===== src/hdl/masked_byte_pattern_scan_unit_assert.svh =====
// ----------------------------------------------------------------------------
// Assertion macros for the masked byte pattern scan unit
// Concurrent checks sampled on clock, disabled while reset is high.
// ----------------------------------------------------------------------------
`ifndef MASKED_BYTE_PATTERN_SCAN_UNIT_ASSERT_SVH
`define MASKED_BYTE_PATTERN_SCAN_UNIT_ASSERT_SVH

// Same-cycle implication
`define MBPS_ASSERT_SAME(lbl, ante, cons, msg) \
   lbl: assert property (@(posedge clock) disable iff (reset) (ante) |-> (cons)) \
      else $error(msg);

// Next-cycle implication
`define MBPS_ASSERT_NEXT(lbl, ante, cons, msg) \
   lbl: assert property (@(posedge clock) disable iff (reset) (ante) |=> (cons)) \
      else $error(msg);

`endif


===== src/hdl/mbps_pkg.sv =====
// ----------------------------------------------------------------------------
// mbps_pkg
// Shared types and constants of the masked byte pattern scan unit.
// ----------------------------------------------------------------------------
`default_nettype none

package mbps_pkg;

   localparam int BYTE_W    = 8;
   localparam int ADDR_W    = 32;
   localparam int DATA_W    = 64;
   localparam int MASK_W    = 16;
   localparam int LEN_W     = 5;
   localparam int CSR_IDX_W = 3;
   localparam int PAT_BYTES = 16;
   localparam int PAT_IDX_W = 4;

   localparam logic [CSR_IDX_W-1:0] CSR_BASE_ADDRESS = 3'd0;
   localparam logic [CSR_IDX_W-1:0] CSR_PATTERN_LOW  = 3'd1;
   localparam logic [CSR_IDX_W-1:0] CSR_PATTERN_HIGH = 3'd2;
   localparam logic [CSR_IDX_W-1:0] CSR_CARE_MASK    = 3'd3;
   localparam logic [CSR_IDX_W-1:0] CSR_PATTERN_LEN  = 3'd4;

   typedef logic [PAT_BYTES-1:0][BYTE_W-1:0] pattern_type;

   // One byte in flight between the window shift and the decision stage
   typedef struct packed {
      logic              valid;
      logic              last;
      logic [ADDR_W-1:0] count;
   } stage_type;

endpackage

`default_nettype wire


===== src/hdl/masked_byte_pattern_scan_unit.sv =====
// Stages: the window cells and stage register, then the result register.
// Throughput: one byte per cycle unless the result register stalls; window
//   shift and cell compares are pipelined; a stall holds at most one byte back.
// Reset: synchronous, active high; sets the CSRs to their defaults, clears the
//   byte count and the report flag. No bytes are taken while reset is high.
// ----------------------------------------------------------------------------
// masked_byte_pattern_scan_unit
// Streams region bytes through a chain of window cells and reports the first
// masked pattern match, or not found at region end.
// ----------------------------------------------------------------------------
`default_nettype none

module masked_byte_pattern_scan_unit #(
   parameter int MAX_PATTERN = 16
) (
   input  wire logic                           clock,
   input  wire logic                           reset,
   input  wire logic                           req_valid,
   output logic                                req_stall,
   input  wire logic [mbps_pkg::BYTE_W-1:0]    req_data_byte,
   input  wire logic                           req_last,
   output logic                                rsp_valid,
   input  wire logic                           rsp_stall,
   output logic                                rsp_found,
   output logic      [mbps_pkg::ADDR_W-1:0]    rsp_match_address,
   input  wire logic                           csr_valid,
   output logic                                csr_ready,
   input  wire logic [mbps_pkg::CSR_IDX_W-1:0] csr_index,
   input  wire logic [mbps_pkg::DATA_W-1:0]    csr_data
);

   logic [mbps_pkg::ADDR_W-1:0]  base_ff;
   logic [mbps_pkg::DATA_W-1:0]  pat_low_ff;
   logic [mbps_pkg::DATA_W-1:0]  pat_high_ff;
   logic [mbps_pkg::MASK_W-1:0]  care_ff;
   logic [mbps_pkg::LEN_W-1:0]   len_ff;

   logic [mbps_pkg::LEN_W-1:0]   active_len;
   logic [mbps_pkg::ADDR_W-1:0]  addr_adjust;
   mbps_pkg::pattern_type        pattern;

   logic [mbps_pkg::ADDR_W-1:0]  count_ff;
   logic [mbps_pkg::ADDR_W-1:0]  count_in;
   logic [mbps_pkg::ADDR_W-1:0]  count_inc;
   mbps_pkg::stage_type          stage_ff;
   mbps_pkg::stage_type          stage_in;

   logic                         req_accept;
   logic                         advance;
   logic                         window_hit;

   logic [MAX_PATTERN-1:0][mbps_pkg::BYTE_W-1:0] chain;
   logic [MAX_PATTERN-1:0]                       mismatch;

   // ---------------------------------------------------------------- csr
   assign csr_ready = ~reset;

   always_ff @(posedge clock) begin
      if (reset) begin
         base_ff     <= '0;
         pat_low_ff  <= '0;
         pat_high_ff <= '0;
         care_ff     <= '1;
         len_ff      <= mbps_pkg::LEN_W'(1);
      end else if (csr_valid && csr_ready) begin
         case (csr_index)
            mbps_pkg::CSR_BASE_ADDRESS: base_ff     <= csr_data[mbps_pkg::ADDR_W-1:0];
            mbps_pkg::CSR_PATTERN_LOW:  pat_low_ff  <= csr_data;
            mbps_pkg::CSR_PATTERN_HIGH: pat_high_ff <= csr_data;
            mbps_pkg::CSR_CARE_MASK:    care_ff     <= csr_data[mbps_pkg::MASK_W-1:0];
            mbps_pkg::CSR_PATTERN_LEN:  len_ff      <= csr_data[mbps_pkg::LEN_W-1:0];
            default: begin
            end
         endcase
      end
   end

   always_comb begin
      if (len_ff == '0) begin
         active_len = mbps_pkg::LEN_W'(1);
      end else if (len_ff > mbps_pkg::LEN_W'(MAX_PATTERN)) begin
         active_len = mbps_pkg::LEN_W'(MAX_PATTERN);
      end else begin
         active_len = len_ff;
      end
      addr_adjust = base_ff - mbps_pkg::ADDR_W'(active_len);
      pattern     = {pat_high_ff, pat_low_ff};
   end

   // ------------------------------------------------------ input stage
   assign req_stall  = reset | (stage_ff.valid & ~advance);
   assign req_accept = req_valid & ~req_stall;

   always_comb begin
      count_inc = (count_ff == '1) ? count_ff : count_ff + mbps_pkg::ADDR_W'(1);
      count_in  = count_ff;
      stage_in  = stage_ff;
      if (req_accept) begin
         // saturate; restart the count after the final byte
         count_in       = req_last ? '0 : count_inc;
         stage_in.valid = 1'b1;
         stage_in.last  = req_last;
         stage_in.count = count_inc;
      end else if (advance) begin
         stage_in.valid = 1'b0;
      end
   end

   always_ff @(posedge clock) begin
      if (reset) begin
         count_ff       <= '0;
         stage_ff.valid <= 1'b0;
      end else begin
         count_ff       <= count_in;
         stage_ff.valid <= stage_in.valid;
      end
      stage_ff.last  <= stage_in.last;
      stage_ff.count <= stage_in.count;
   end

   // ------------------------------------------------------ window chain
   for (genvar j = 0; j < MAX_PATTERN; j++) begin : g_cell
      logic [mbps_pkg::BYTE_W-1:0] feed;
      if (j == 0) begin : g_head
         assign feed = req_data_byte;
      end else begin : g_link
         assign feed = chain[j-1];
      end
      mbps_cell #(
         .INDEX (j)
      ) u_cell (
         .clock      (clock),
         .shift_en   (req_accept),
         .byte_in    (feed),
         .pattern    (pattern),
         .care_mask  (care_ff),
         .active_len (active_len),
         .byte_out   (chain[j]),
         .mismatch   (mismatch[j])
      );
   end

   assign window_hit = ~|mismatch;

   // ------------------------------------------------------ decision
   mbps_report u_report (
      .clock             (clock),
      .reset             (reset),
      .stage             (stage_ff),
      .window_hit        (window_hit),
      .active_len        (active_len),
      .addr_adjust       (addr_adjust),
      .advance           (advance),
      .rsp_valid         (rsp_valid),
      .rsp_stall         (rsp_stall),
      .rsp_found         (rsp_found),
      .rsp_match_address (rsp_match_address)
   );

endmodule

`default_nettype wire


===== src/hdl/mbps_cell.sv =====
// ----------------------------------------------------------------------------
// mbps_cell
// One window position: holds a byte, passes it to the next cell on each
// transaction, and compares it with the pattern byte aligned to its place.
// ----------------------------------------------------------------------------
`default_nettype none

module mbps_cell #(
   parameter int INDEX = 0
) (
   input  wire logic                        clock,
   input  wire logic                        shift_en,
   input  wire logic [mbps_pkg::BYTE_W-1:0] byte_in,
   input  wire mbps_pkg::pattern_type       pattern,
   input  wire logic [mbps_pkg::MASK_W-1:0] care_mask,
   input  wire logic [mbps_pkg::LEN_W-1:0]  active_len,
   output logic      [mbps_pkg::BYTE_W-1:0] byte_out,
   output logic                             mismatch
);

   logic [mbps_pkg::BYTE_W-1:0]    data_ff;
   logic [mbps_pkg::BYTE_W-1:0]    pat_ff;
   logic [mbps_pkg::BYTE_W-1:0]    pat_in;
   logic                           care_ff;
   logic                           care_in;
   logic                           in_use;
   logic [mbps_pkg::LEN_W-1:0]     pat_pos;

   // Newest byte sits in cell 0, so this cell lines up with pattern byte len-1-INDEX
   always_comb begin
      in_use  = mbps_pkg::LEN_W'(INDEX) < active_len;
      pat_pos = active_len - mbps_pkg::LEN_W'(INDEX) - mbps_pkg::LEN_W'(1);
      pat_in  = pattern[pat_pos[mbps_pkg::PAT_IDX_W-1:0]];
      care_in = in_use & care_mask[pat_pos[mbps_pkg::PAT_IDX_W-1:0]];
   end

   always_ff @(posedge clock) begin
      if (shift_en) begin
         data_ff <= byte_in;
      end
      pat_ff  <= pat_in;
      care_ff <= care_in;
   end

   assign byte_out = data_ff;
   assign mismatch = care_ff & (data_ff != pat_ff);

endmodule

`default_nettype wire


===== src/hdl/mbps_report.sv =====
// ----------------------------------------------------------------------------
// mbps_report
// Decides per byte whether a found or not-found result is due, tracks the
// one-report-per-region flag and holds the result register.
// ----------------------------------------------------------------------------
`default_nettype none

`include "masked_byte_pattern_scan_unit_assert.svh"

module mbps_report (
   input  wire logic                        clock,
   input  wire logic                        reset,
   input  wire mbps_pkg::stage_type         stage,
   input  wire logic                        window_hit,
   input  wire logic [mbps_pkg::LEN_W-1:0]  active_len,
   input  wire logic [mbps_pkg::ADDR_W-1:0] addr_adjust,
   output logic                             advance,
   output logic                             rsp_valid,
   input  wire logic                        rsp_stall,
   output logic                             rsp_found,
   output logic      [mbps_pkg::ADDR_W-1:0] rsp_match_address
);

   logic                          valid_ff;
   logic                          valid_in;
   logic                          found_ff;
   logic                          found_in;
   logic [mbps_pkg::ADDR_W-1:0]   addr_ff;
   logic [mbps_pkg::ADDR_W-1:0]   addr_in;
   logic                          reported_ff;
   logic                          reported_in;
   logic                          seen_enough;
   logic                          fire_match;
   logic                          fire_miss;

   always_comb begin
      advance     = stage.valid & (~valid_ff | ~rsp_stall);
      seen_enough = (stage.count[mbps_pkg::ADDR_W-1:mbps_pkg::LEN_W] != '0) |
                    (stage.count[mbps_pkg::LEN_W-1:0] >= active_len);
      fire_match  = ~reported_ff & seen_enough & window_hit;
      fire_miss   = stage.last & ~reported_ff & ~fire_match;

      valid_in    = valid_ff & rsp_stall;
      found_in    = found_ff;
      addr_in     = addr_ff;
      reported_in = reported_ff;
      if (advance) begin
         if (fire_match | fire_miss) begin
            valid_in = 1'b1;
            found_in = fire_match;
            addr_in  = fire_match ? stage.count + addr_adjust : '0;
         end
         // restart the region after its final byte
         reported_in = stage.last ? 1'b0 : (reported_ff | fire_match);
      end
   end

   always_ff @(posedge clock) begin
      if (reset) begin
         valid_ff    <= 1'b0;
         reported_ff <= 1'b0;
      end else begin
         valid_ff    <= valid_in;
         reported_ff <= reported_in;
      end
      found_ff <= found_in;
      addr_ff  <= addr_in;
   end

   assign rsp_valid         = valid_ff;
   assign rsp_found         = found_ff;
   assign rsp_match_address = addr_ff;

   `MBPS_ASSERT_SAME(a_miss_addr_zero, valid_ff && !found_ff, addr_ff == '0, "not-found result carries nonzero address")
   `MBPS_ASSERT_NEXT(a_match_reported, advance && fire_match, valid_ff && found_ff, "match did not reach result register")
   `MBPS_ASSERT_NEXT(a_region_restart, advance && stage.last, !reported_ff, "report flag survived region end")
   `MBPS_ASSERT_SAME(a_hold_only_stalled, stage.valid && !advance, valid_ff && rsp_stall, "pending byte held without a stalled result")

endmodule

`default_nettype wire

===== config.mk =====
export PLATFORM = sky130hd
export DESIGN_NAME = masked_byte_pattern_scan_unit
export DESIGN_NICKNAME = d
export VERILOG_FILES = /design/src/hdl/mbps_pkg.sv /design/src/hdl/masked_byte_pattern_scan_unit.sv /design/src/hdl/mbps_cell.sv /design/src/hdl/mbps_report.sv
export VERILOG_INCLUDE_DIRS = /design/src /design/src/hdl
export SDC_FILE = /design/constraint.sdc
export NUM_CORES = 1
export LEC_CHECK = 0
export ABC_CLOCK_PERIOD_IN_PS = 12300
export BUFFER_PORTS_ARGS = -buffer_cell sky130_fd_sc_hd__clkbuf_2
export CAP_MARGIN = 20
export CORE_UTILIZATION = 45
export DETAILED_ROUTE_END_ITERATION = 8
export GPL_TIMING_DRIVEN = 1
export PLACE_DENSITY = 0.58
export SKIP_LAST_GASP = 1
export SYNTH_ARGS = -nofsm -noshare
export SYNTH_HDL_FRONTEND = slang
export SYNTH_SLANG_ARGS = --single-unit

===== constraint.sdc =====
create_clock -name clock -period 12.3 [get_ports clock]
set_input_delay 2.46 -clock clock [delete_from_list [all_inputs] [get_ports clock]]
set_output_delay 2.46 -clock clock [all_outputs]
set_load 0.01 [all_outputs]

==> results.md <==
* P_leak at 0.01226 uW
* Internal power at 3201 uW
* Main flop type after synthesis: dfxtp_1
* GR Util met3 at 5.029%
* Reg2reg start: len_ff[4]$_SDFFE_PP0P_
* Row count at 92
* EDFF count, synth at between 150 and 200
* Crit path launch: reset
* Gr ovfl total at 0
* WL final at 92.18 mm
* CP peak stage delay at 830 ps
* Root Buffer: clkbuf_16
* Design area at 32,020 sq um
* Worst-path cell chain: buf_6 > buf_4 > inv_1 > buf_4 > clkbuf_2
* Met1 Usage GRT at about two fifths
* Worst Skew at 36.97 ps
* Final hold vios at 0
* Pins Over Slew Limit at 0
* Ranking of synthesized cells by area: dfxtp_1 25%, edfxtp_1 20%, mux2i_1 12%, nand2_1 8.9%, xnor2_1 4.9%
* Ys async rst share at 0%
* Area of the mapped netlist at 28,580 sq um
* Slew HR at 15.72%
* All-Layer GR Usage at between 20% and 30%
* Core area at 62,970 sq um
* Inst Count DP at 3,829
* Kind of critical path: primary input to output pin
* Routed WL per cell at ~23 um
* Critical Path End Type: output pin
* Pre-CTS WS at 5393 ps
* CP arrival at 4460 ps
* Worst reg2reg path depth at 13
* First-pass GRT wire length at 134.2 mm
* Die area at 64,530 sq um
* Endpoints failing setup at 0
* Detail Placement HPWL at 69.78 mm
* Later-pin clock latency in the skew report at 640 ps
* Peak VDD IR at 105.6 uV
* Crit path to: csr_ready
* Reg-to-reg slack, setup at 6540 ps
* Netlist cell types at 75
* RSZ-0062 raised after global routing: no
* Syn Inst Count at ~3,000
* Drc violations at 0
* CTS Hold Bufs at 0
* Synthesized area per cell at 9.490 sq um
* Met2 Use GR at a little over two fifths
* Vias at approximately 23,000
* Count leader, synth: nand2_1
* Synth area leader: dfxtp_1
* Fin Setup TNS at 0 ps
* Outcome: complete, no violations
* Net Count, Synth at 3,172
* Clock power frac at about 45%
* Commonest cells in the netlist: 680 x nand2_1, 360 x dfxtp_1, 354 x mux2i_1
* Fill cells at 5,840
* Tcrit/Tclk final at 56.26%
* # H-tree levels at 2
* Largest net degree at the start of global routing at 111
* Placed cell area at 29,820 sq um
* DR vias/cell at slightly below 6
* Most frequent CP cell: buf_4
* FMAX at ~0.14 GHz
* Worst slew pin tran at 1232 ps
* Layout cells sized above 1 at 10.06%
* DR iter-0 viols at 2,074
* Sequential fraction of the synthesis area at 45.59%
* Die Wd at around 250 um
* Vias in the first global route at 21,059
* PnR worst setup slack at 5380 ps
* Yosys warning count at 0
* Antenna Nets Post-Route at 0
* Initial antenna violation count at 2
* Power density cells at 130.8 nW/um^2
* Worst path slowest cell: buf_4
* CP Max Fanout at 110
* # resized after CTS at 0
* GR peak layer: met2
* Initial Util at between 40% and 50%
* Drt pass-1 iters at 5
* Clk pin slew, worst setup/hold paths at 60 ps
* Die H at about 250 um
* Area grow syn2layout at 12.04%
* Final Non-Filler Cells at 3,954
* Total CTS buffers at 61
* Switch Pwr at between 900 and 1000 uW
* Worst r2r dst: u_report.rsp_match_address[31]$_SDFFCE_PN0P_
* Port Buf Inserts at 116
* Num Clock Sinks at 554
* Combinational power share at 7.5%
* Post-CTS Setup Bufs at 0
* GPL Wtd Cong at 0.9745
* Startpoint Class: primary input
* FF+latch count, synth at 554
* Max Cap Viol at 0
* Min cycle time layout at 6920 ps
* Post-synth top area share at 25.21%
* Layout Nets at between 3,000 and 4,000
* Hold crit path type: register to register
* CTS tree: built
* Sw frac at 23.59%
* IO Pins at 117
* Max Buffers Root-to-Sink at 3
* Part of the power in registers at 47.1%
* Critical Path RT at 9840 ps
## metrics by stage
stage	power (uW)	hold WS, ps	utilization [%]
2_1_floorplan	2205	436.3	-
3_3_place_gp	2313	442.6	47.36
3_5_place_dp	2319	448.0	47.36
4_1_cts	4207	455.7	50.71
5_1_grt	4314	464.7	50.84
6_report	4189	453.2	50.86
## placed cells by master (no fill, tap or decap), types with 14 or more instances in the layout
cell type / count
xnor2_1: 160
nor3_1: 16
ha_1: 73
nand2_1: 680
a31oi_1: 84
mux4_2: 32
clkbuf_1: 16
nor2_1: 62
dfxtp_1: 360
a21oi_1: 218
nand4_1: 49
clkbuf_2: 115
o21ai_0: 58
mux2i_1: 354
edfxtp_1: 194
inv_1: 142
xor2_1: 22
buf_4: 29
clkbuf_16: 65
nand3_1: 47
and3_1: 87
nor4_1: 14
## sequential cells by signal, summed over array words and instances (netlist names)
register                    cells
u_report.rsp_valid              1
pat_low_ff                     64
u_report.reported_ff            1
count_ff                       32
care_ff                        16
base_ff                        32
g_cell.u_cell.care_ff          16
g_cell.u_cell.byte_out        128
g_cell.u_cell.pat_ff          128
len_ff                          5
u_report.rsp_found              1
pat_high_ff                    64
stage_ff                       34
u_report.rsp_match_address     32
## power groups by stage
| stage | logic, uW | registers [uW] | clock network (uW) |
|---|---|---|---|
| 2_1_floorplan | 201 | 2000 | 0 |
| 3_3_place_gp | 304 | 2010 | 0 |
| 3_5_place_dp | 308 | 2010 | 0 |
| 4_1_cts | 310 | 1970 | 1930 |
| 5_1_grt | 338 | 1980 | 2000 |
| 6_report | 314 | 1970 | 1900 |
## metal layers
layer	wire [um]	part of all wire [%]	vias up
met5	0	0	-
met4	3911	4.2	0
met3	7281	7.9	136
met2	40610	44	878
met1	40380	44	11178
li1	-	-	10622
## worst max-delay path, delay by kind of cell
family                 cells  cell delay [ps]
buffers and inverters      5             1910
## worst min-delay path by stage
stage                                   from                       end  slack [ps]  cells past startpoint
floorplan           base_ff[10]$_SDFFE_PP0P_  base_ff[10]$_SDFFE_PP0P_         440                      2
detailed placement  base_ff[14]$_SDFFE_PP0P_  base_ff[14]$_SDFFE_PP0P_         450                      2
global route        base_ff[24]$_SDFFE_PP0P_  base_ff[24]$_SDFFE_PP0P_         460                      2
finish               base_ff[4]$_SDFFE_PP0P_   base_ff[4]$_SDFFE_PP0P_         450                      2
global placement     base_ff[4]$_SDFFE_PP0P_   base_ff[4]$_SDFFE_PP0P_         440                      2
CTS                 base_ff[24]$_SDFFE_PP0P_  base_ff[24]$_SDFFE_PP0P_         460                      2
## logic make-up (layout without fill, tap and decap cells)
group / Yosys count / count (layout) / synth area share (%)
and+or+nand+nor: 1018 / 1018 / 15.72
DFF: 554 / 554 / 45.59
AOI/OAI and AO/OA: 459 / 459 / 9.551
muxes: 394 / 394 / 15.35
buffers and inverters: 321 / 411 / 4.364
xor gates and xnor gates: 187 / 187 / 5.835
adders and majority gates: 79 / 79 / 3.589
other: 0 / 6 / 0
## cell type report
type | instances | area [sq um] | share of cell area, %
Sequential cell | 554 | 13030 | 40.70
Clock inverter | 20 | 239.0 | 0.7462
Antenna cell | 6 | 15.01 | 0.04688
Tap cell | 846 | 1059 | 3.305
Clock buffer | 95 | 1873 | 5.849
Multi-Input combinational cell | 2137 | 14360 | 44.85
Timing Repair Buffer | 149 | 882.1 | 2.754
Inverter | 147 | 561.8 | 1.754
(Power assumes the default switching activity.)
